File: src/rtl/gcsw_pkg.sv
`timescale 1ns / 1ps
`default_nettype none
// ----------------------------------------------------------------------------
// gcsw_pkg: shared constants and helpers for the heap block sweeper
// Field widths, configuration register indexes, result kinds and the width
// helpers that the front end, back end and top level agree on.
// ----------------------------------------------------------------------------
package gcsw_pkg;

    // Default geometry
    localparam int BLOCK_WORDS_DEF    = 512;
    localparam int MARK_WORD_BITS_DEF = 64;
    localparam int HEADER_WORDS_DEF   = 0;
    localparam int ADDR_BITS_DEF      = 48;

    // Fixed field widths of the channels
    localparam int MARK_W      = 64;
    localparam int ADDR_W      = 48;
    localparam int CLEAR_W     = 8;
    localparam int FOUND_W     = 10;
    localparam int OBJ_WORDS_W = 9;
    localparam int MAX_OBJ_WORDS = 256;

    // Configuration port
    localparam int CFG_DATA_W  = 9;
    localparam int CFG_INDEX_W = 1;
    localparam logic [CFG_INDEX_W-1:0] CFG_OBJECT_WORDS = 1'd0;
    localparam logic [CFG_INDEX_W-1:0] CFG_CLEAR_MODE   = 1'd1;

    // Result kinds
    localparam logic KIND_PUSH   = 1'b0;
    localparam logic KIND_REPORT = 1'b1;

    // Width of a word offset inside the block, with room for one window
    // past the end and two object sizes of overshoot
    function automatic int start_width(input int block_words, input int mark_bits);
        start_width = $clog2(block_words + mark_bits + 2 * MAX_OBJ_WORDS + 1);
    endfunction

    // Addresses wrap at the narrower of the address space and the field
    function automatic int addr_width(input int addr_bits);
        addr_width = (addr_bits < ADDR_W) ? addr_bits : ADDR_W;
    endfunction

endpackage
`default_nettype wire

File: src/rtl/gcsw_ifs.sv
`timescale 1ns / 1ps
`default_nettype none
// ----------------------------------------------------------------------------
// gcsw_ifs: item channels of the heap block sweeper
// Mark word channel into the block and free list result channel out of it,
// each a valid/ready handshake with its payload.
// ----------------------------------------------------------------------------
interface gcsw_in_if import gcsw_pkg::*; ();
    logic              valid;
    logic              ready;
    logic [MARK_W-1:0] mark_bits;
    logic              first_of_block;
    logic [ADDR_W-1:0] block_addr;
    logic [ADDR_W-1:0] list_head_in;

    modport source (output valid, mark_bits, first_of_block, block_addr, list_head_in,
                    input ready);
    modport sink   (input valid, mark_bits, first_of_block, block_addr, list_head_in,
                    output ready);
endinterface

interface gcsw_out_if import gcsw_pkg::*; ();
    logic               valid;
    logic               ready;
    logic               kind;
    logic [ADDR_W-1:0]  obj_addr;
    logic [ADDR_W-1:0]  link_value;
    logic [CLEAR_W-1:0] clear_words;
    logic               block_done;
    logic [ADDR_W-1:0]  list_head;
    logic [FOUND_W-1:0] words_found;
    logic               last;

    modport source (output valid, kind, obj_addr, link_value, clear_words, block_done,
                    list_head, words_found, last, input ready);
    modport sink   (input valid, kind, obj_addr, link_value, clear_words, block_done,
                    list_head, words_found, last, output ready);
endinterface
`default_nettype wire

File: src/rtl/gc_block_sweep_free_list_top.sv
`timescale 1ns / 1ps
`default_nettype none
// ----------------------------------------------------------------------------
// gc_block_sweep_free_list_top: heap block sweeper
// Sweeps a block of equal-sized objects one mark word at a time and emits a
// free list push for every unmarked object, then the block's close.
// ----------------------------------------------------------------------------
// Each mark word is taken by an intake stage into a two-entry command queue.
// The sweep engine picks up a command in its idle state, then steps through
// the object starts from where the previous word left off up to the end of
// that word's window at one candidate per cycle unless the output stalls it,
// then closes the word. Larger objects give fewer candidates per word, and
// when the size shrinks mid-block the starts below the window are stepped
// over as kept. A stalled output holds the engine whenever a push is ready
// to leave. Pushes leave at up to one per cycle through a registered output.
// Reclaimed objects come out in address order; the last result of each mark
// word has last set, and on the block's final word the last result also
// carries block_done with the new list head and the reclaimed word count.
// Write object_words and clear_mode only while the block is idle.
// ----------------------------------------------------------------------------
module gc_block_sweep_free_list_top import gcsw_pkg::*; #(
    parameter int BLOCK_WORDS    = BLOCK_WORDS_DEF,
    parameter int MARK_WORD_BITS = MARK_WORD_BITS_DEF,
    parameter int HEADER_WORDS   = HEADER_WORDS_DEF,
    parameter int ADDR_BITS      = ADDR_BITS_DEF
) (
    input  wire logic                   clk,
    input  wire logic                   rst_n,
    gcsw_in_if.sink                     in_ch,
    gcsw_out_if.source                  out_ch,
    input  wire logic                   cfg_we,
    input  wire logic [CFG_INDEX_W-1:0] cfg_index,
    input  wire logic [CFG_DATA_W-1:0]  cfg_data
);

    localparam int SW    = start_width(BLOCK_WORDS, MARK_WORD_BITS);
    localparam int AW    = addr_width(ADDR_BITS);
    localparam int CMD_W = MARK_WORD_BITS + 2 + SW + 2 * AW;

    logic [OBJ_WORDS_W-1:0] object_words_reg;
    logic                   clear_mode_reg;

    logic                      f_push;
    logic [MARK_WORD_BITS-1:0] f_marks;
    logic                      f_first;
    logic                      f_last;
    logic [SW-1:0]             f_wbase;
    logic [AW-1:0]             f_addr;
    logic [AW-1:0]             f_head;

    logic                      b_pop;
    logic [MARK_WORD_BITS-1:0] b_marks;
    logic                      b_first;
    logic                      b_last;
    logic [SW-1:0]             b_wbase;
    logic [AW-1:0]             b_addr;
    logic [AW-1:0]             b_head;

    logic [CMD_W-1:0] q_wdata;
    logic [CMD_W-1:0] q_rdata;
    logic             q_full;
    logic             q_empty;

    // Configuration registers
    always_ff @(posedge clk or negedge rst_n)
    begin
        if (!rst_n)
        begin
            object_words_reg <= OBJ_WORDS_W'(1);
            clear_mode_reg   <= 1'b1;
        end
        else if (cfg_we)
        begin
            case (cfg_index)
                CFG_OBJECT_WORDS: object_words_reg <= cfg_data;
                CFG_CLEAR_MODE:   clear_mode_reg   <= cfg_data[0];
                default:          ;
            endcase
        end
    end

    gcsw_front #(
        .BLOCK_WORDS    (BLOCK_WORDS),
        .MARK_WORD_BITS (MARK_WORD_BITS),
        .ADDR_BITS      (ADDR_BITS)
    ) u_front (
        .clk       (clk),
        .rst_n     (rst_n),
        .in_ch     (in_ch),
        .cmd_full  (q_full),
        .cmd_push  (f_push),
        .cmd_marks (f_marks),
        .cmd_first (f_first),
        .cmd_last  (f_last),
        .cmd_wbase (f_wbase),
        .cmd_addr  (f_addr),
        .cmd_head  (f_head)
    );

    // Pack and unpack the sweep command
    assign q_wdata = {f_marks, f_first, f_last, f_wbase, f_addr, f_head};
    assign {b_marks, b_first, b_last, b_wbase, b_addr, b_head} = q_rdata;

    gcsw_cmd_queue #(
        .WIDTH (CMD_W)
    ) u_queue (
        .clk   (clk),
        .rst_n (rst_n),
        .push  (f_push),
        .wdata (q_wdata),
        .pop   (b_pop),
        .rdata (q_rdata),
        .full  (q_full),
        .empty (q_empty)
    );

    gcsw_back #(
        .BLOCK_WORDS    (BLOCK_WORDS),
        .MARK_WORD_BITS (MARK_WORD_BITS),
        .HEADER_WORDS   (HEADER_WORDS),
        .ADDR_BITS      (ADDR_BITS)
    ) u_back (
        .clk          (clk),
        .rst_n        (rst_n),
        .object_words (object_words_reg),
        .clear_mode   (clear_mode_reg),
        .cmd_empty    (q_empty),
        .cmd_marks    (b_marks),
        .cmd_first    (b_first),
        .cmd_last     (b_last),
        .cmd_wbase    (b_wbase),
        .cmd_addr     (b_addr),
        .cmd_head     (b_head),
        .cmd_pop      (b_pop),
        .out_ch       (out_ch)
    );

endmodule
`default_nettype wire

File: src/rtl/gcsw_front.sv
`timescale 1ns / 1ps
`default_nettype none
// ----------------------------------------------------------------------------
// gcsw_front: mark word intake and classification
// Accepts mark words, tracks which word of the block each one is, flags the
// block's last word and queues a sweep command for the back end.
// ----------------------------------------------------------------------------
module gcsw_front import gcsw_pkg::*; #(
    parameter int BLOCK_WORDS    = BLOCK_WORDS_DEF,
    parameter int MARK_WORD_BITS = MARK_WORD_BITS_DEF,
    parameter int ADDR_BITS      = ADDR_BITS_DEF,
    localparam int SW = start_width(BLOCK_WORDS, MARK_WORD_BITS),
    localparam int AW = addr_width(ADDR_BITS)
) (
    input  wire logic                      clk,
    input  wire logic                      rst_n,
    gcsw_in_if.sink                        in_ch,
    input  wire logic                      cmd_full,
    output logic                           cmd_push,
    output logic [MARK_WORD_BITS-1:0]      cmd_marks,
    output logic                           cmd_first,
    output logic                           cmd_last,
    output logic [SW-1:0]                  cmd_wbase,
    output logic [AW-1:0]                  cmd_addr,
    output logic [AW-1:0]                  cmd_head
);

    localparam int NUM_WORDS = (BLOCK_WORDS + MARK_WORD_BITS - 1) / MARK_WORD_BITS;
    localparam int IW        = $clog2(NUM_WORDS);
    localparam logic [IW-1:0] LAST_IDX = IW'(NUM_WORDS - 1);

    logic [IW-1:0] idx_reg;
    logic [IW-1:0] idx_next;
    logic [IW-1:0] idx_cur;

    // Take an item whenever the queue has room
    assign in_ch.ready = !cmd_full;
    assign cmd_push    = in_ch.valid && !cmd_full;

    // Restart at word zero on a new block; stay on the last word past the end
    assign idx_cur  = in_ch.first_of_block ? '0 : idx_reg;
    assign cmd_last = (idx_cur == LAST_IDX);
    assign idx_next = cmd_last ? idx_cur : idx_cur + 1'b1;

    assign cmd_marks = in_ch.mark_bits[MARK_WORD_BITS-1:0];
    assign cmd_first = in_ch.first_of_block;
    assign cmd_wbase = SW'(idx_cur * MARK_WORD_BITS);
    assign cmd_addr  = in_ch.block_addr[AW-1:0];
    assign cmd_head  = in_ch.list_head_in[AW-1:0];

    // Advance the word index on each accepted item
    always_ff @(posedge clk or negedge rst_n)
    begin
        if (!rst_n)
        begin
            idx_reg <= '0;
        end
        else if (cmd_push)
        begin
            idx_reg <= idx_next;
        end
    end

endmodule
`default_nettype wire

File: src/rtl/gcsw_cmd_queue.sv
`timescale 1ns / 1ps
`default_nettype none
// ----------------------------------------------------------------------------
// gcsw_cmd_queue: two-entry command queue
// Decouples the intake from the sweep engine so that each side stalls on
// its own.
// ----------------------------------------------------------------------------
module gcsw_cmd_queue #(
    parameter int WIDTH = 8
) (
    input  wire logic             clk,
    input  wire logic             rst_n,
    input  wire logic             push,
    input  wire logic [WIDTH-1:0] wdata,
    input  wire logic             pop,
    output logic [WIDTH-1:0]      rdata,
    output logic                  full,
    output logic                  empty
);

    localparam int DEPTH = 2;

    logic [WIDTH-1:0] mem_reg [DEPTH];
    logic             wr_ptr_reg;
    logic             rd_ptr_reg;
    logic [1:0]       count_reg;

    assign full  = (count_reg == 2'(DEPTH));
    assign empty = (count_reg == 2'd0);
    assign rdata = mem_reg[rd_ptr_reg];

    // Store the item at the write pointer
    always_ff @(posedge clk)
    begin
        if (push)
        begin
            mem_reg[wr_ptr_reg] <= wdata;
        end
    end

    // Advance pointers and fill count
    always_ff @(posedge clk or negedge rst_n)
    begin
        if (!rst_n)
        begin
            wr_ptr_reg <= 1'b0;
            rd_ptr_reg <= 1'b0;
            count_reg  <= 2'd0;
        end
        else
        begin
            if (push)
            begin
                wr_ptr_reg <= !wr_ptr_reg;
            end
            if (pop)
            begin
                rd_ptr_reg <= !rd_ptr_reg;
            end
            if (push && !pop)
            begin
                count_reg <= count_reg + 2'd1;
            end
            else if (pop && !push)
            begin
                count_reg <= count_reg - 2'd1;
            end
        end
    end

endmodule
`default_nettype wire

File: src/rtl/gcsw_back.sv
`timescale 1ns / 1ps
`default_nettype none
// ----------------------------------------------------------------------------
// gcsw_back: sweep engine
// Walks the object starts of one mark word, one candidate per cycle while the
// output does not stall it, pushes each unmarked object onto the free list
// and reports the block's close. One push is held back so that the step's
// last result can be flagged.
module gcsw_back import gcsw_pkg::*; #(
    parameter int BLOCK_WORDS    = BLOCK_WORDS_DEF,
    parameter int MARK_WORD_BITS = MARK_WORD_BITS_DEF,
    parameter int HEADER_WORDS   = HEADER_WORDS_DEF,
    parameter int ADDR_BITS      = ADDR_BITS_DEF,
    localparam int SW = start_width(BLOCK_WORDS, MARK_WORD_BITS),
    localparam int AW = addr_width(ADDR_BITS)
) (
    input  wire logic                      clk,
    input  wire logic                      rst_n,
    input  wire logic [OBJ_WORDS_W-1:0]    object_words,
    input  wire logic                      clear_mode,
    input  wire logic                      cmd_empty,
    input  wire logic [MARK_WORD_BITS-1:0] cmd_marks,
    input  wire logic                      cmd_first,
    input  wire logic                      cmd_last,
    input  wire logic [SW-1:0]             cmd_wbase,
    input  wire logic [AW-1:0]             cmd_addr,
    input  wire logic [AW-1:0]             cmd_head,
    output logic                           cmd_pop,
    gcsw_out_if.source                     out_ch
);

    localparam int MIW = $clog2(MARK_WORD_BITS);

    localparam logic ST_IDLE = 1'b0;
    localparam logic ST_RUN  = 1'b1;

    logic state_reg, state_next;

    // Current command
    logic [MARK_WORD_BITS-1:0] marks_reg;
    logic                      blk_last_reg;
    logic [SW-1:0]             wbase_reg;

    // Sweep state
    logic [SW-1:0]      start_reg, start_next;
    logic [AW-1:0]      base_reg, base_next;
    logic [AW-1:0]      head_reg, head_next;
    logic [FOUND_W-1:0] found_reg, found_next;

    // Held push
    logic               pend_valid_reg, pend_valid_next;
    logic               pend_load;
    logic [AW-1:0]      pend_obj_reg;
    logic [AW-1:0]      pend_link_reg;
    logic [CLEAR_W-1:0] pend_clr_reg;
    logic [AW-1:0]      pend_head_reg;
    logic [FOUND_W-1:0] pend_found_reg;

    // Output register
    logic               out_valid_reg, out_valid_next;
    logic               out_load;
    logic               ld_kind, ld_done, ld_last;
    logic [AW-1:0]      ld_obj, ld_link, ld_head;
    logic [CLEAR_W-1:0] ld_clr;
    logic [FOUND_W-1:0] ld_found;
    logic               out_kind_reg, out_done_reg, out_last_reg;
    logic [AW-1:0]      out_obj_reg, out_link_reg, out_head_reg;
    logic [CLEAR_W-1:0] out_clr_reg;
    logic [FOUND_W-1:0] out_found_reg;

    // Datapath
    logic [OBJ_WORDS_W-1:0] sz;
    logic [SW-1:0]          wend;
    logic [SW-1:0]          start_sum;
    logic [SW-1:0]          diff;
    logic                   cont;
    logic                   free_obj;
    logic                   out_free;
    logic [AW-1:0]          obj_addr;
    logic [FOUND_W-1:0]     found_sum;
    logic [CLEAR_W-1:0]     clr;

    // Clamp the object size into its legal range
    always_comb
    begin
        if (object_words == '0)
        begin
            sz = OBJ_WORDS_W'(1);
        end
        else if (object_words > OBJ_WORDS_W'(MAX_OBJ_WORDS))
        begin
            sz = OBJ_WORDS_W'(MAX_OBJ_WORDS);
        end
        else
        begin
            sz = object_words;
        end
    end

    assign wend      = wbase_reg + SW'(MARK_WORD_BITS);
    assign start_sum = start_reg + SW'(sz);
    assign cont      = (start_reg < wend) && (start_sum <= SW'(BLOCK_WORDS));
    assign diff      = start_reg - wbase_reg;
    assign free_obj  = (start_reg >= wbase_reg) && !marks_reg[diff[MIW-1:0]];
    assign obj_addr  = base_reg + AW'(start_reg);
    assign found_sum = found_reg + FOUND_W'(sz);
    assign clr       = clear_mode ? CLEAR_W'(sz - 1'b1) : '0;
    assign out_free  = !out_valid_reg || out_ch.ready;

    // Sequence the sweep of one mark word
    always_comb
    begin
        state_next      = state_reg;
        start_next      = start_reg;
        base_next       = base_reg;
        head_next       = head_reg;
        found_next      = found_reg;
        pend_valid_next = pend_valid_reg;
        pend_load       = 1'b0;
        cmd_pop         = 1'b0;
        out_load        = 1'b0;
        ld_kind         = KIND_PUSH;
        ld_obj          = pend_obj_reg;
        ld_link         = pend_link_reg;
        ld_clr          = pend_clr_reg;
        ld_done         = 1'b0;
        ld_head         = pend_head_reg;
        ld_found        = pend_found_reg;
        ld_last         = 1'b0;

        case (state_reg)
            ST_IDLE:
            begin
                if (!cmd_empty)
                begin
                    cmd_pop    = 1'b1;
                    state_next = ST_RUN;
                    if (cmd_first)
                    begin
                        base_next  = cmd_addr;
                        head_next  = cmd_head;
                        found_next = '0;
                        start_next = SW'(HEADER_WORDS);
                    end
                end
            end
            ST_RUN:
            begin
                if (cont)
                begin
                    if (!free_obj)
                    begin
                        start_next = start_sum;
                    end
                    else if (!pend_valid_reg || out_free)
                    begin
                        // Release the held push and hold this one
                        out_load        = pend_valid_reg;
                        pend_load       = 1'b1;
                        pend_valid_next = 1'b1;
                        head_next       = obj_addr;
                        found_next      = found_sum;
                        start_next      = start_sum;
                    end
                end
                else if (pend_valid_reg)
                begin
                    // Close the step on the held push
                    if (out_free)
                    begin
                        out_load        = 1'b1;
                        ld_done         = blk_last_reg;
                        ld_last         = 1'b1;
                        pend_valid_next = 1'b0;
                        state_next      = ST_IDLE;
                    end
                end
                else if (blk_last_reg)
                begin
                    // Nothing freed on the last word: report only
                    if (out_free)
                    begin
                        out_load   = 1'b1;
                        ld_kind    = KIND_REPORT;
                        ld_obj     = '0;
                        ld_link    = '0;
                        ld_clr     = '0;
                        ld_done    = 1'b1;
                        ld_head    = head_reg;
                        ld_found   = found_reg;
                        ld_last    = 1'b1;
                        state_next = ST_IDLE;
                    end
                end
                else
                begin
                    state_next = ST_IDLE;
                end
            end
            default:
            begin
                state_next = ST_IDLE;
            end
        endcase

        out_valid_next = out_load || (out_valid_reg && !out_ch.ready);
    end

    // Control and sweep state
    always_ff @(posedge clk or negedge rst_n)
    begin
        if (!rst_n)
        begin
            state_reg      <= ST_IDLE;
            start_reg      <= '0;
            base_reg       <= '0;
            head_reg       <= '0;
            found_reg      <= '0;
            pend_valid_reg <= 1'b0;
            out_valid_reg  <= 1'b0;
        end
        else
        begin
            state_reg      <= state_next;
            start_reg      <= start_next;
            base_reg       <= base_next;
            head_reg       <= head_next;
            found_reg      <= found_next;
            pend_valid_reg <= pend_valid_next;
            out_valid_reg  <= out_valid_next;
        end
    end

    // Payload registers
    always_ff @(posedge clk)
    begin
        if (cmd_pop)
        begin
            marks_reg    <= cmd_marks;
            blk_last_reg <= cmd_last;
            wbase_reg    <= cmd_wbase;
        end
        if (pend_load)
        begin
            pend_obj_reg   <= obj_addr;
            pend_link_reg  <= head_reg;
            pend_clr_reg   <= clr;
            pend_head_reg  <= obj_addr;
            pend_found_reg <= found_sum;
        end
        if (out_load)
        begin
            out_kind_reg  <= ld_kind;
            out_obj_reg   <= ld_obj;
            out_link_reg  <= ld_link;
            out_clr_reg   <= ld_clr;
            out_done_reg  <= ld_done;
            out_head_reg  <= ld_head;
            out_found_reg <= ld_found;
            out_last_reg  <= ld_last;
        end
    end

    assign out_ch.valid       = out_valid_reg;
    assign out_ch.kind        = out_kind_reg;
    assign out_ch.obj_addr    = ADDR_W'(out_obj_reg);
    assign out_ch.link_value  = ADDR_W'(out_link_reg);
    assign out_ch.clear_words = out_clr_reg;
    assign out_ch.block_done  = out_done_reg;
    assign out_ch.list_head   = ADDR_W'(out_head_reg);
    assign out_ch.words_found = out_found_reg;
    assign out_ch.last        = out_last_reg;

endmodule
`default_nettype wire

File: src/flat_wrapper.sv
// flat-port wrapper written by rule: the top's interface ports become plain ports
module gc_block_sweep_free_list_top_flat import gcsw_pkg::*;
#(
    parameter int BLOCK_WORDS    = BLOCK_WORDS_DEF,
    parameter int MARK_WORD_BITS = MARK_WORD_BITS_DEF,
    parameter int HEADER_WORDS   = HEADER_WORDS_DEF,
    parameter int ADDR_BITS      = ADDR_BITS_DEF
)
  (clk, rst_n, cfg_we, cfg_index, cfg_data, in_ch_valid, in_ch_mark_bits, in_ch_first_of_block, in_ch_block_addr, in_ch_list_head_in, in_ch_ready, out_ch_valid, out_ch_kind, out_ch_obj_addr, out_ch_link_value, out_ch_clear_words, out_ch_block_done, out_ch_list_head, out_ch_words_found, out_ch_last, out_ch_ready);
  gcsw_in_if in_ch_i ();
  gcsw_out_if out_ch_i ();
  input  wire logic clk;
  input  wire logic rst_n;
  input  wire logic cfg_we;
  input  wire logic [CFG_INDEX_W-1:0] cfg_index;
  input  wire logic [CFG_DATA_W-1:0] cfg_data;
  input wire logic [$bits(in_ch_i.valid)-1:0] in_ch_valid;
  input wire logic [$bits(in_ch_i.mark_bits)-1:0] in_ch_mark_bits;
  input wire logic [$bits(in_ch_i.first_of_block)-1:0] in_ch_first_of_block;
  input wire logic [$bits(in_ch_i.block_addr)-1:0] in_ch_block_addr;
  input wire logic [$bits(in_ch_i.list_head_in)-1:0] in_ch_list_head_in;
  output wire logic [$bits(in_ch_i.ready)-1:0] in_ch_ready;
  output wire logic [$bits(out_ch_i.valid)-1:0] out_ch_valid;
  output wire logic [$bits(out_ch_i.kind)-1:0] out_ch_kind;
  output wire logic [$bits(out_ch_i.obj_addr)-1:0] out_ch_obj_addr;
  output wire logic [$bits(out_ch_i.link_value)-1:0] out_ch_link_value;
  output wire logic [$bits(out_ch_i.clear_words)-1:0] out_ch_clear_words;
  output wire logic [$bits(out_ch_i.block_done)-1:0] out_ch_block_done;
  output wire logic [$bits(out_ch_i.list_head)-1:0] out_ch_list_head;
  output wire logic [$bits(out_ch_i.words_found)-1:0] out_ch_words_found;
  output wire logic [$bits(out_ch_i.last)-1:0] out_ch_last;
  input wire logic [$bits(out_ch_i.ready)-1:0] out_ch_ready;
  assign in_ch_i.valid = in_ch_valid;
  assign in_ch_i.mark_bits = in_ch_mark_bits;
  assign in_ch_i.first_of_block = in_ch_first_of_block;
  assign in_ch_i.block_addr = in_ch_block_addr;
  assign in_ch_i.list_head_in = in_ch_list_head_in;
  assign in_ch_ready = in_ch_i.ready;
  assign out_ch_valid = out_ch_i.valid;
  assign out_ch_kind = out_ch_i.kind;
  assign out_ch_obj_addr = out_ch_i.obj_addr;
  assign out_ch_link_value = out_ch_i.link_value;
  assign out_ch_clear_words = out_ch_i.clear_words;
  assign out_ch_block_done = out_ch_i.block_done;
  assign out_ch_list_head = out_ch_i.list_head;
  assign out_ch_words_found = out_ch_i.words_found;
  assign out_ch_last = out_ch_i.last;
  assign out_ch_i.ready = out_ch_ready;
  gc_block_sweep_free_list_top #(.BLOCK_WORDS(BLOCK_WORDS), .MARK_WORD_BITS(MARK_WORD_BITS), .HEADER_WORDS(HEADER_WORDS), .ADDR_BITS(ADDR_BITS)) u_core (.clk(clk), .rst_n(rst_n), .in_ch(in_ch_i), .out_ch(out_ch_i), .cfg_we(cfg_we), .cfg_index(cfg_index), .cfg_data(cfg_data));
endmodule
File: config.mk
export PLATFORM = sky130hd
export DESIGN_NAME = gc_block_sweep_free_list_top_flat
export DESIGN_NICKNAME = d
export VERILOG_FILES = /design/src/rtl/gcsw_pkg.sv /design/src/rtl/gcsw_ifs.sv /design/src/rtl/gc_block_sweep_free_list_top.sv /design/src/rtl/gcsw_front.sv /design/src/rtl/gcsw_cmd_queue.sv /design/src/rtl/gcsw_back.sv /design/src/flat_wrapper.sv
export SDC_FILE = /design/constraint.sdc
export NUM_CORES = 1
export LEC_CHECK = 0
export BUFFER_PORTS_ARGS = -buffer_cell sky130_fd_sc_hd__buf_2
export CELL_PAD_IN_SITES_DETAIL_PLACEMENT = 1
export CELL_PAD_IN_SITES_GLOBAL_PLACEMENT = 1
export CORE_MARGIN = 1.5
export CORE_UTILIZATION = 34
export CTS_CLUSTER_DIAMETER = 100
export DETAILED_ROUTE_END_ITERATION = 10
export GPL_TIMING_DRIVEN = 0
export PLACE_DENSITY_LB_ADDON = 0.1
export SYNTH_ARGS = -nofsm -noshare
export SYNTH_HDL_FRONTEND = slang
export SYNTH_SLANG_ARGS = --single-unit
File: constraint.sdc
create_clock -name clk -period 15.2 [get_ports clk]
set_input_delay 3.04 -clock clk [delete_from_list [all_inputs] [get_ports clk]]
set_output_delay 3.04 -clock clk [all_outputs]
set_load 0.05 [all_outputs]
# Yosys cells after proc, flatten, opt, wreduce, memory -nomap -nowiden

Memories as Yosys holds them, arrays and structs flattened.
Index checks and enable logic that the tools add are counted.

Output and inout port bits: 167
Memories kept: 1
Bits of input ports: 176
Memory bits (writable): 330
Register bits: 492
Logic and storage cells: 162

Memory list:

| memory                 | depth | bits a word | rd ports | clocked after memory_dff | wr ports | RTL line             | source |
|---|---|---|---|---|---|---|---|
| u_core.u_queue.mem_reg | 2     | 165         | 1        | 0                        | 1        | gcsw_cmd_queue.sv:23 | `logic [WIDTH-1:0] mem_reg [DEPTH];` |

Equality and inequality tests: 10
Bitwise gates (word level): 3
Reductions and logical operators: 29
Muxes and demuxes: 77
Order comparisons: 5
$add $sub $neg: 9

Operator list:

| kind                                                                               | number |
|---|---|
| 48-bit 2-to-1 mux                                                                  | 20 |
| 10-bit 2-to-1 mux                                                                  | 10 |
| 48-bit one-hot mux with 2 select lines                                             | 1 |
| 11-bit 2-to-1 mux                                                                  | 5 |
| 48-bit by 11-bit adder with 48-bit output                                          | 1 |
| 8-bit 2-to-1 mux                                                                   | 5 |
| 1-bit 2-to-1 mux                                                                   | 26 |
| 11-bit one-hot mux with 2 select lines                                             | 1 |
| 10-bit one-hot mux with 2 select lines                                             | 1 |
| 9-bit 2-to-1 mux                                                                   | 2 |
| 2-bit by 1-bit != test with 1-bit output, second input constant                    | 6 |
| 11-bit by 7-bit adder with 11-bit output, second input constant                    | 1 |
| 11-bit by 9-bit adder with 11-bit output                                           | 1 |
| 11-bit >= comparator                                                               | 1 |
| 11-bit by 10-bit less-or-equal comparator with 1-bit output, second input constant | 1 |
| 11-bit less-than comparator                                                        | 1 |
| 10-bit by 9-bit adder with 10-bit output                                           | 1 |
| 9-bit greater-than comparator, second input constant                               | 1 |
| 1-bit logical NOT                                                                  | 9 |
| 9-bit logical NOT                                                                  | 1 |
| 8-bit by 1-bit subtractor with 8-bit output, second input constant                 | 1 |
| 6-bit by 7-bit less-than comparator with 1-bit output, second input constant       | 1 |
| 1-bit binary-select mux with 6-bit select                                          | 1 |
| 1-bit logical AND                                                                  | 6 |
| 21 further kinds                                                                   | 29 |

# Depth between registers and ports, before layout

Gate-level depths: netlist of run 1.

Depth in word-level cells: 9
Depth in mapped cells: 19

# Cells and area by module

A second synthesis of run 1 with hierarchy kept.

Cells, all modules: 2141
Area total of the unflattened synthesis: 35170.0 um^2

Modules (own cells, without submodules):

| module                       | area each (um^2) | sequential area each (um^2) | instances | cells each |
|---|---|---|---|---|
| gcsw_back                    | 20559.7          | 13663.1                     | 1         | 1375 |
| gcsw_cmd_queue               | 12732.2          | 10490.1                     | 1         | 554 |
| gcsw_front                   | 1450.1           | 75.1                        | 1         | 189 |
| gc_block_sweep_free_list_top | 427.9            | 252.7                       | 1         | 23 |

# Worst setup path before layout of run 1

OpenSTA, ideal clock, no wires.

Kind: reg-to-reg
Start: register u_core.object_words_reg[3]
End: register u_core.u_back.out_done_reg, in the netlist u_core.u_back.out_ch.block_done (enable)
Cell stages (with the launch flop): 17
Arrival time: 11557 ps
Path buffers: 1
Period minus slack after synthesis: 12301 ps
Slack: 2899 ps
Data required time: 14456 ps
Cell sequence: dfrtp_1 -> or4_1 -> nor2_1 -> a21oi_1 -> nor2_1 -> ha_1 -> inv_1 -> fa_1 -> nand2b_1 -> a21oi_1 -> o22ai_1 -> xor2_1 -> a31oi_1 -> o31a_1 -> clkbuf_1 -> o21ai_0 -> a21oi_1

Longest elaborated chain between the ends: 8
Elaborated cells between the ends (all ways): 9

RTL lines:

| what                                                          | RTL line                           | source |
|---|---|---|
| start, declared                                               | gc_block_sweep_free_list_top.sv:40 | `logic [OBJ_WORDS_W-1:0] object_words_reg;` |
| start signal, assigned                                        | gc_block_sweep_free_list_top.sv:75 | `CFG_OBJECT_WORDS: object_words_reg <= cfg_data;` |
| 9-bit greater-than comparator                                 | gcsw_back.sv:90                    | `else if (object_words > OBJ_WORDS_W'(MAX_OBJ_WORDS))` |
| 9-bit 2-to-1 mux                                              | gcsw_back.sv:90                    |  |
| 9-bit 2-to-1 mux *                                            | gcsw_back.sv:86                    | `if (object_words == '0)` |
| 11-bit by 9-bit adder with 11-bit output *                    | gcsw_back.sv:101                   | `assign start_sum = start_reg + SW'(sz);` |
| 11-bit by 10-bit less-or-equal comparator with 1-bit output * | gcsw_back.sv:102                   | `assign cont = (start_reg < wend) && (start_sum <= SW'(BLOCK_WORDS));` |
| 1-bit logical AND *                                           | gcsw_back.sv:102                   |  |
| 1-bit 2-to-1 mux *                                            | gcsw_back.sv:149                   | `if (cont)` |
| 1-bit 2-to-1 mux *                                            | gcsw_back.sv:131                   | `case (state_reg)` |
| net u_core.u_back.out_load                                    | gcsw_back.sv:61                    | `logic out_load;` |
| end signal, assigned                                          | gcsw_back.sv:257                   | `out_done_reg <= ld_done;` |
| end, declared                                                 | gcsw_back.sv:66                    | `logic out_kind_reg, out_done_reg, out_last_reg;` |

The timed path passes the listed nets; every way through them passes the cells marked *.
A chain may end at the register's enable or synchronous reset.

# Worst setup path after layout of run 1

Start: register u_core.object_words_reg[3]
End: register u_core.u_back.out_link_reg[25], in the netlist u_core.u_back.out_ch.link_value[25] (enable)

Longest elaborated chain between the ends: 8
Elaborated cells between the ends (all ways): 9

RTL lines:

| what                                                          | RTL line         | source |
|---|---|---|
| 9-bit greater-than comparator                                 | gcsw_back.sv:90  |  |
| 9-bit 2-to-1 mux                                              | gcsw_back.sv:90  |  |
| 9-bit 2-to-1 mux *                                            | gcsw_back.sv:86  |  |
| 11-bit by 9-bit adder with 11-bit output *                    | gcsw_back.sv:101 |  |
| 11-bit by 10-bit less-or-equal comparator with 1-bit output * | gcsw_back.sv:102 |  |
| 1-bit logical AND *                                           | gcsw_back.sv:102 |  |
| 1-bit 2-to-1 mux *                                            | gcsw_back.sv:149 |  |
| 1-bit 2-to-1 mux *                                            | gcsw_back.sv:131 |  |
| net u_core.u_back.out_load                                    | gcsw_back.sv:61  |  |
| end signal, assigned                                          | gcsw_back.sv:255 | `out_link_reg <= ld_link;` |
| end, declared                                                 | gcsw_back.sv:67  | `logic [AW-1:0] out_obj_reg, out_link_reg, out_head_reg;` |

Marks and branches as above.

==> results of run 1 <==
## final cells by class
class                      instances  area (um2)
fill                            9652       55800
inverter                          30         115
sequential                       814       23800
buffer                            99         445
clock buffer                     119        2440
multi-input combinational       1142        8310
timing repair buffer             359        2130
tap                             1265        1580
clock inverter                    46         444
antenna                            6        15.0
## cell usage after synthesis, types with 9 or more instances
master and number:
clkbuf_1 57, ha_1 40, mux2i_1 109, nand2b_1 10, o21ai_0 81, nor2_1 86
inv_1 30, nand4_1 25, nor2b_1 120, mux2_1 60, nor3_1 18, buf_1 12
and2_1 9, mux2_2 82, xor2_1 29, dfrtp_1 135, or3_1 9, a21oi_1 66
buf_2 23, edfxtp_1 677, o22ai_1 49, a21o_1 9, o211ai_1 9, xnor2_1 37
and3_1 17, mux4_2 11, nand3_1 29, nand2_1 146
## worst max-delay path: cells and delay by family (launching register included)
kind / cells / cell delay, ps
AO/OA/AOI/OAI: 7 / 2310
XOR/XNOR: 1 / 210
adder cells (fa/ha/maj): 2 / 710
buffers and inverters: 5 / 1130
AND/OR/NAND/NOR: 4 / 1310
flip-flops: 1 / 380
## report_power, final
group / internal [uW] / total (uW) / switching, uW / leakage [uW]
logic: 902 / 3000 / 2100 / 0.00527
registers: 3280 / 3580 / 308 / 0.00802
clock network: 1250 / 2130 / 878 / 0.00141
## layer usage
| layer | routed length [um] | track usage | part of all wire | vias up |
|---|---|---|---|---|
| li1 | - | - | - | 8762 |
| met1 | 38800 | 0.235 | 0.44 | 9448 |
| met2 | 42900 | 0.302 | 0.48 | 415 |
| met3 | 5080 | 0.0468 | 0.057 | 175 |
| met4 | 1990 | 0.0481 | 0.022 | 44 |
| met5 | 282 | 0 | 0.0032 | - |
## metrics by stage
step | setup slack [ps] | cell area, um2 | cells
after floorplan | 2900 | 32600 | 2085
final | 8810 | 39200 | 3880
after global routing | 8420 | 39200 | 3877
after detailed placement | 8810 | 36300 | 3709
after global placement | -1680 | 35900 | 3692
after CTS | 8790 | 39200 | 3874
## worst min path at each step
stage / from / end / slack, ps / depth (start not counted)
after global routing: u_core.u_back.head_reg[38]$_DFFE_PN0P_ / u_core.u_back.pend_link_reg[38]$_DFFE_PP_ / 480 / 0
final: u_core.u_back.head_reg[38]$_DFFE_PN0P_ / u_core.u_back.pend_link_reg[38]$_DFFE_PP_ / 470 / 0
after floorplan: u_core.u_front.idx_reg[0]$_DFFE_PN0P_ / u_core.u_front.idx_reg[0]$_DFFE_PN0P_ / 440 / 2
after detailed placement: u_core.u_back.head_reg[38]$_DFFE_PN0P_ / u_core.u_back.pend_link_reg[38]$_DFFE_PP_ / 460 / 0
after global placement: u_core.u_front.idx_reg[2]$_DFFE_PN0P_ / u_core.u_front.idx_reg[2]$_DFFE_PN0P_ / 450 / 2
after CTS: u_core.u_back.head_reg[35]$_DFFE_PN0P_ / u_core.u_back.pend_link_reg[35]$_DFFE_PP_ / 470 / 0
## logic make-up after synthesis
kind of cell	share of synthesized area
DFF	0.729
and+or+nand+nor	0.0751
AOI/OAI and AO/OA	0.0539
muxes	0.0901
buffers and inverters	0.0169
xor gates and xnor gates	0.0177
adders and majority gates	0.0172
==> flow_summary_export.csv, run 1 <==
group,metric,value,unit
yosys,synth_area_per_cell,15.6,um2
die,core_area,95000,um2
final_layout,largest_register_ffs,330,
placement,routabilityCongestion,0.819,
flow_run,max_capacitance_violation_count,0,
die,die-width,313,um
pwr,worst_ir_drop_vdd,0.0959,mV
routing,vias_per_cell,4.86,
die,initial_core_util,0.343,
die,core.rowCount,113,
clock_network,cts_resized,0,
routing,ant_nets,0,
worst_setup_path,timing.critical_path.from,"u_core.object_words_reg[3]$_DFFE_PN0P_",
worst_setup_path,worst_setup_path_endpoint,"u_core.u_back.out_ch.link_value[25]$_DFFE_PP_",
worst_setup_path,critical_path_arrival,6740,ps
clock_network,cts_setup_buffers,0,
global_route,first_global_vias,20300,
yosys,synth.net_count,2304,
clock_network,clock-sinks,814,
final_layout,layout.cells.most_common_list,"edfxtp_1 (677), buf_2 (363), nand2_1 (146)",
routing,first_iter_violations,967,
yosys,synth_enable_flop_cells,677,
clock_network,cts.root.buffer_cell,"clkbuf_16",
yosys,synth.yosys.seq_area_share,0.729,
run_status,outcome,"completed",
worst_setup_path,timing.critical_path.from_type,"register",
clock_network,clk_pin_slew,60,ps
timing,whs,466,ps
pwr,static-leakage-power,0.0147,uW
die,die-height,313,um
worst_setup_path,regToRegSetupSlack,8810,ps
global_route,grt_start_max_net_pins,96,
final_layout,layout.nets,2755,
routing,drt-pass1-iter-count,5,
worst_setup_path,crit_required,15550,ps
die,ports,343,
clock_network,max-clock-path-buffers,3,
timing,fin_worst_skew,32.9,ps
final_layout,layout-drive-gt1-share,0.241,
clock_network,clock_buffers_created_by_tritoncts,90,
global_route,global_route.overflow_total,0,
timing,max_slew.worst_pin.slew,1170,ps
final_layout,areaGrowthSynthToFinish,20.4,%
timing,final_hold_viol_count,0,
worst_setup_path,regToRegEndpoint,"u_core.u_back.out_ch.link_value[25]$_DFFE_PP_",
yosys,asyncSetResetFlopFracSynth,0.168,
yosys,synthesis.yosys.warnings,0,
timing,report.final.setup_viol,0,
timing,setup_repair_after_global_routing_missed_its_margin,"false",
final_layout,final_common_cell,"edfxtp_1",
worst_setup_path,crit_type,"reg -> reg",
routing,dr_total_vias,18800,
global_route,number_of_antenna_violations_at_the_first_check_in_global_routing,36,
placement,i_o_buffers,342,
yosys,synth_top_cells_by_area,"edfxtp_1 (62%), dfrtp_1 (10%), mux2i_1 (3.3%), mux2_2 (2.8%), nor2b_1 (2.3%)",
worst_setup_path,max_stage_delay,720,ps
timing,setup_tns,0,ps
clock_network,cts_tree,"done",
worst_setup_path,reg2reg_depth,19,
global_route,first_pass_grt_wire_length,131000,um
yosys,distinct_cells_synth,74,
timing,timing.final.crit_share,0.420,
timing,achievable-frequency,157,MHz
yosys,syn_inst,2085,
yosys,dominantRegCellSynth,"edfxtp_1",
worst_setup_path,cp_cell_sequence,"or4_1, nor2_1, a21oi_1, nor2_1, ha_1, inv_1, fa_1, nand2b_1, a21oi_1, o22ai_1, xor2_1, a31oi_1, o31a_1, clkbuf_1, o21ai_0, a21oi_4, buf_16, buf_16, buf_12",
placement,hpwl,66000,um
pwr,power-per-cell-area,222,nW/um2
die,fp.dieArea,97700,um2
clock_network,clk-insertion-delay-late,670,ps
routing,totalWireLength,89100,um
yosys,post_synth_instance_area,32600,um2
yosys,synthDominantAreaCellType,"edfxtp_1",
worst_setup_path,worst_r2r_startpoint,"u_core.object_words_reg[3]$_DFFE_PN0P_",
clock_network,count_of_hold_buffers_inserted_by_post_cts_repair,0,
final_layout,postLayoutCoreUtil,0.413,
routing,post-route-drc-count,0,
worst_setup_path,crit_path_end_kind,"register",
worst_hold_path,hold_class,"reg -> reg",
yosys,synth_top_cell_area_share,0.624,
clock_network,cts-htree-levels,3,
worst_setup_path,path_max_fanout,31,
global_route,track_usage,0.182,
pwr,totalPowerFinal,8710,uW
timing,timing.final.crit_period,6390,ps
timing,relSlewSlack,0.222,
routing,wl_per_cell,23.0,um
worst_setup_path,crit_slowest_cell,"a21oi_4",
yosys,ys_seq_elements,814,
timing,timing_max_transition_violations_final,0,
Power figures use the tool's default switching activity.
==> inputs of run 2 (changes only) <==
--- a/config.mk
+++ b/config.mk
@@ -5,6 +5,7 @@
 export SDC_FILE = /design/constraint.sdc
 export NUM_CORES = 1
 export LEC_CHECK = 0
+export ABC_AREA = 1
 export BUFFER_PORTS_ARGS = -buffer_cell sky130_fd_sc_hd__buf_2
 export CELL_PAD_IN_SITES_DETAIL_PLACEMENT = 1
 export CELL_PAD_IN_SITES_GLOBAL_PLACEMENT = 1
==> constraint.sdc (replaced) <==
create_clock -name clk -period 5.7 [get_ports clk]
set_input_delay 1.14 -clock clk [delete_from_list [all_inputs] [get_ports clk]]
set_output_delay 1.14 -clock clk [all_outputs]
set_load 0.05 [all_outputs]
==> run 2 against run 1 <==
  * Combinational power rose to 3.8 times the previous value
  * Sequential cell count unchanged
  * Die area up 2.6%
  * Synthesized area increased by 2.7%
  * Setup slack got worse by 7800 ps
  * Cell count is 24% higher
==> flow_summary_export.csv, run 2 <==
group,metric,value,unit
routing,first_iter_violations,1234,
clock_network,count_of_hold_buffers_inserted_by_post_cts_repair,0,
timing,relSlewSlack,0.224,
worst_setup_path,critical_path_arrival,5080,ps
routing,wl_per_cell,20.9,um
clock_network,cts.root.buffer_cell,"clkbuf_16",
clock_network,cts_setup_buffers,0,
final_layout,final_design_area_no_fill,40300,um2
placement,placed_cell_area,37400,um2
yosys,post_synth_instance_area,33500,um2
worst_setup_path,cp_cell_sequence,"inv_1, nor2_1, nor2_1, inv_1, fa_1, inv_1, nand2_1, nand2_1, nand2_1, xor2_1, nor2_1, nand4_1, nand2_1, nand3_2, nand2_2, inv_1, o21ai_1, clkinvlp_4, buf_12, buf_12, buf_12",
clock_network,max-clock-path-buffers,3,
clock_network,cts_tree,"done",
routing,ant_nets,0,
timing,report.final.setup_viol,0,
die,die-height,317,um
worst_setup_path,crit_path_end_kind,"register",
yosys,synth_top_cells_by_area,"edfxtp_1 (61%), nand2_1 (11%), dfrtp_1 (10%), inv_1 (3.2%), nor2_1 (2.6%)",
routing,dr_total_vias,22600,
final_layout,postLayoutCoreUtil,0.415,
clock_network,cts_resized,0,
yosys,synthDominantAreaCellType,"edfxtp_1",
final_layout,layout.nets,3659,
timing,fin_worst_skew,30.2,ps
routing,post-route-drc-count,0,
yosys,asyncSetResetFlopFracSynth,0.168,
placement,placed_cells,4623,
clock_network,cts-htree-levels,3,
die,die-width,317,um
global_route,grt_start_max_net_pins,70,
worst_setup_path,timing.critical_path.from_type,"register",
final_layout,layout-drive-gt1-share,0.164,
timing,timing_max_transition_violations_final,0,
final_layout,fillers,10600,
timing,setup_repair_after_global_routing_missed_its_margin,"false",
die,core.rowCount,114,
placement,i_o_buffers,342,
global_route,number_of_antenna_violations_at_the_first_check_in_global_routing,23,
timing,max_slew.worst_pin.slew,1160,ps
global_route,first_global_vias,23800,
timing,final_hold_viol_count,0,
clock_network,clock_buffers_created_by_tritoncts,91,
pwr,worst_ir_drop_vdd,0.407,mV
yosys,synth_area_per_cell,11.2,um2
yosys,synth_enable_flop_cells,677,
final_layout,sequential_cell_area,23800,um2
final_layout,largest_register_ffs,330,
worst_setup_path,timing.critical_path.from,"u_core.object_words_reg[8]$_DFFE_PN0P_",
clock_network,clk_pin_slew,60,ps
global_route,first_pass_grt_wire_length,148000,um
worst_setup_path,crit_required,6080,ps
yosys,ys_seq_elements,814,
die,initial_core_util,0.345,
yosys,synthesis.yosys.warnings,0,
worst_setup_path,reg2reg_depth,21,
die,fp.dieArea,100000,um2
run_status,outcome,"completed",
final_layout,area_of_combinational_cells_with_multiple_inputs,8120,um2
final_layout,final_common_cell,"nand2_1",
flow_run,max_capacitance_violation_count,0,
yosys,syn_inst,2980,
die,ports,343,
die,core_area,97100,um2
final_layout,layout.cells.most_common_list,"nand2_1 (1,005), edfxtp_1 (677), buf_2 (374)",
global_route,global_route.overflow_total,0,
timing,timing.final.crit_share,0.825,
yosys,yosys.cell_count.top_type,"nand2_1",
worst_hold_path,hold_class,"in -> async",
clock_network,clock-sinks,814,
placement,routabilityCongestion,0.824,
timing,timing.final.crit_period,4700,ps
worst_setup_path,worst_r2r_startpoint,"u_core.object_words_reg[8]$_DFFE_PN0P_",
clock_network,clk-insertion-delay-late,670,ps
timing,whs,463,ps
routing,drt-pass1-iter-count,5,
placement,hpwl,76700,um
final_layout,areaGrowthSynthToFinish,20.4,%
worst_setup_path,path_depth,21,
timing,achievable-frequency,213,MHz
routing,vias_per_cell,4.72,
pwr,static-leakage-power,0.0173,uW
worst_setup_path,worst_path_dominant_cell_family,"buffers and inverters",
worst_setup_path,crit_slowest_cell,"dfrtp_1",
yosys,dominantRegCellSynth,"edfxtp_1",
yosys,synth.yosys.seq_area_share,0.710,
worst_setup_path,path_max_fanout,43,
yosys,netlist_top_cells_count,"nand2_1 (1,005), edfxtp_1 (677), inv_1 (282)",
yosys,synth.net_count,3199,
global_route,track_usage,0.200,
final_layout,instances_no_fill,4793,
yosys,synth_top_cell_area_share,0.608,
worst_setup_path,critPathBufInv,8,
routing,totalWireLength,100000,um
yosys,distinct_cells_synth,45,
worst_setup_path,crit_type,"reg -> reg",
pwr,power-per-cell-area,693,nW/um2
worst_setup_path,max_stage_delay,540,ps
## run 2: changes by cell type in the layout (fill, tap and decap cells not counted), sizes merged, moves of 24 or more
cell,change
nand2,+861
mux2i,-106
nor2,+145
a31oi,+44
o22ai,-47
xnor2,-28
inv,+257
nand3,+112
buf,+24
nor2b,-120
mux2,-142
## run 2: through the flow
step	TNS, ps	total power [uW]	worst slack (ps)
2_1_floorplan	-104610	18100	-326
3_3_place_gp	-1727510	22000	-3410
3_5_place_dp	0	22400	993
4_1_cts	0	28300	979
5_1_grt	0	29700	668
6_report	0	27900	1000
## run 2: area by class of cell
class | instances | share of cell area
timing repair buffer | 367 | 0.0561
tap | 1276 | 0.0396
antenna | 2 | 0.000124
multi-input combinational | 1769 | 0.202
sequential | 814 | 0.590
clock inverter | 46 | 0.0113
clock buffer | 122 | 0.0612
buffer | 109 | 0.0132
inverter | 288 | 0.0269
## run 2: power by group
part           leakage, uW  switching (uW)  internal [uW]
Sequential         0.00793            1060           9610
Clock              0.00141            2390           3370
Combinational      0.00791            8670           2820
Total               0.0173           12100          15800
## run 2: path summary, 6_finish.rpt
path | slack [ps] | end
setup reg to reg | 1000 | u_core.u_back.out_ch.obj_addr[30]$_DFFE_PP_
hold reg to reg | 470 | u_core.u_back.found_reg[9]$_DFFE_PN0P_
max in group asynchronous | 4400 | u_core.u_back.head_reg[25]$_DFFE_PN0P_
min in group clk | 470 | u_core.u_back.found_reg[9]$_DFFE_PN0P_
setup / recovery | 1000 | u_core.u_back.out_ch.obj_addr[30]$_DFFE_PP_
hold / removal | 460 | u_core.u_back.start_reg[6]$_DFFE_PN0P_
## run 2: cells by family after synthesis
| kind of cell | share of synthesized area |
|---|---|
| xor gates and xnor gates | 0.0115 |
| AOI/OAI and AO/OA | 0.0383 |
| muxes | 0.000897 |
| adders and majority gates | 0.0168 |
| buffers and inverters | 0.0482 |
| and+or+nand+nor | 0.174 |
| DFF | 0.710 |
## run 2: worst register-to-register path: cells and delay by family (launching register included)
family	cells	cell delay [ps]
AOI/OAI and AO/OA	1	260
xor gates and xnor gates	1	160
adders and majority gates	1	490
buffers and inverters	8	1530
DFF	1	540
and+or+nand+nor	10	1390
## run 2: per-layer routing
| layer | GRT usage | wire length (um) | vias up |
|---|---|---|---|
| met5 | 0 | 99 | - |
| met4 | 0.0626 | 2840 | 18 |
| met3 | 0.0367 | 4610 | 175 |
| met2 | 0.323 | 46100 | 522 |
| met1 | 0.273 | 46300 | 11100 |
| li1 | - | - | 10900 |
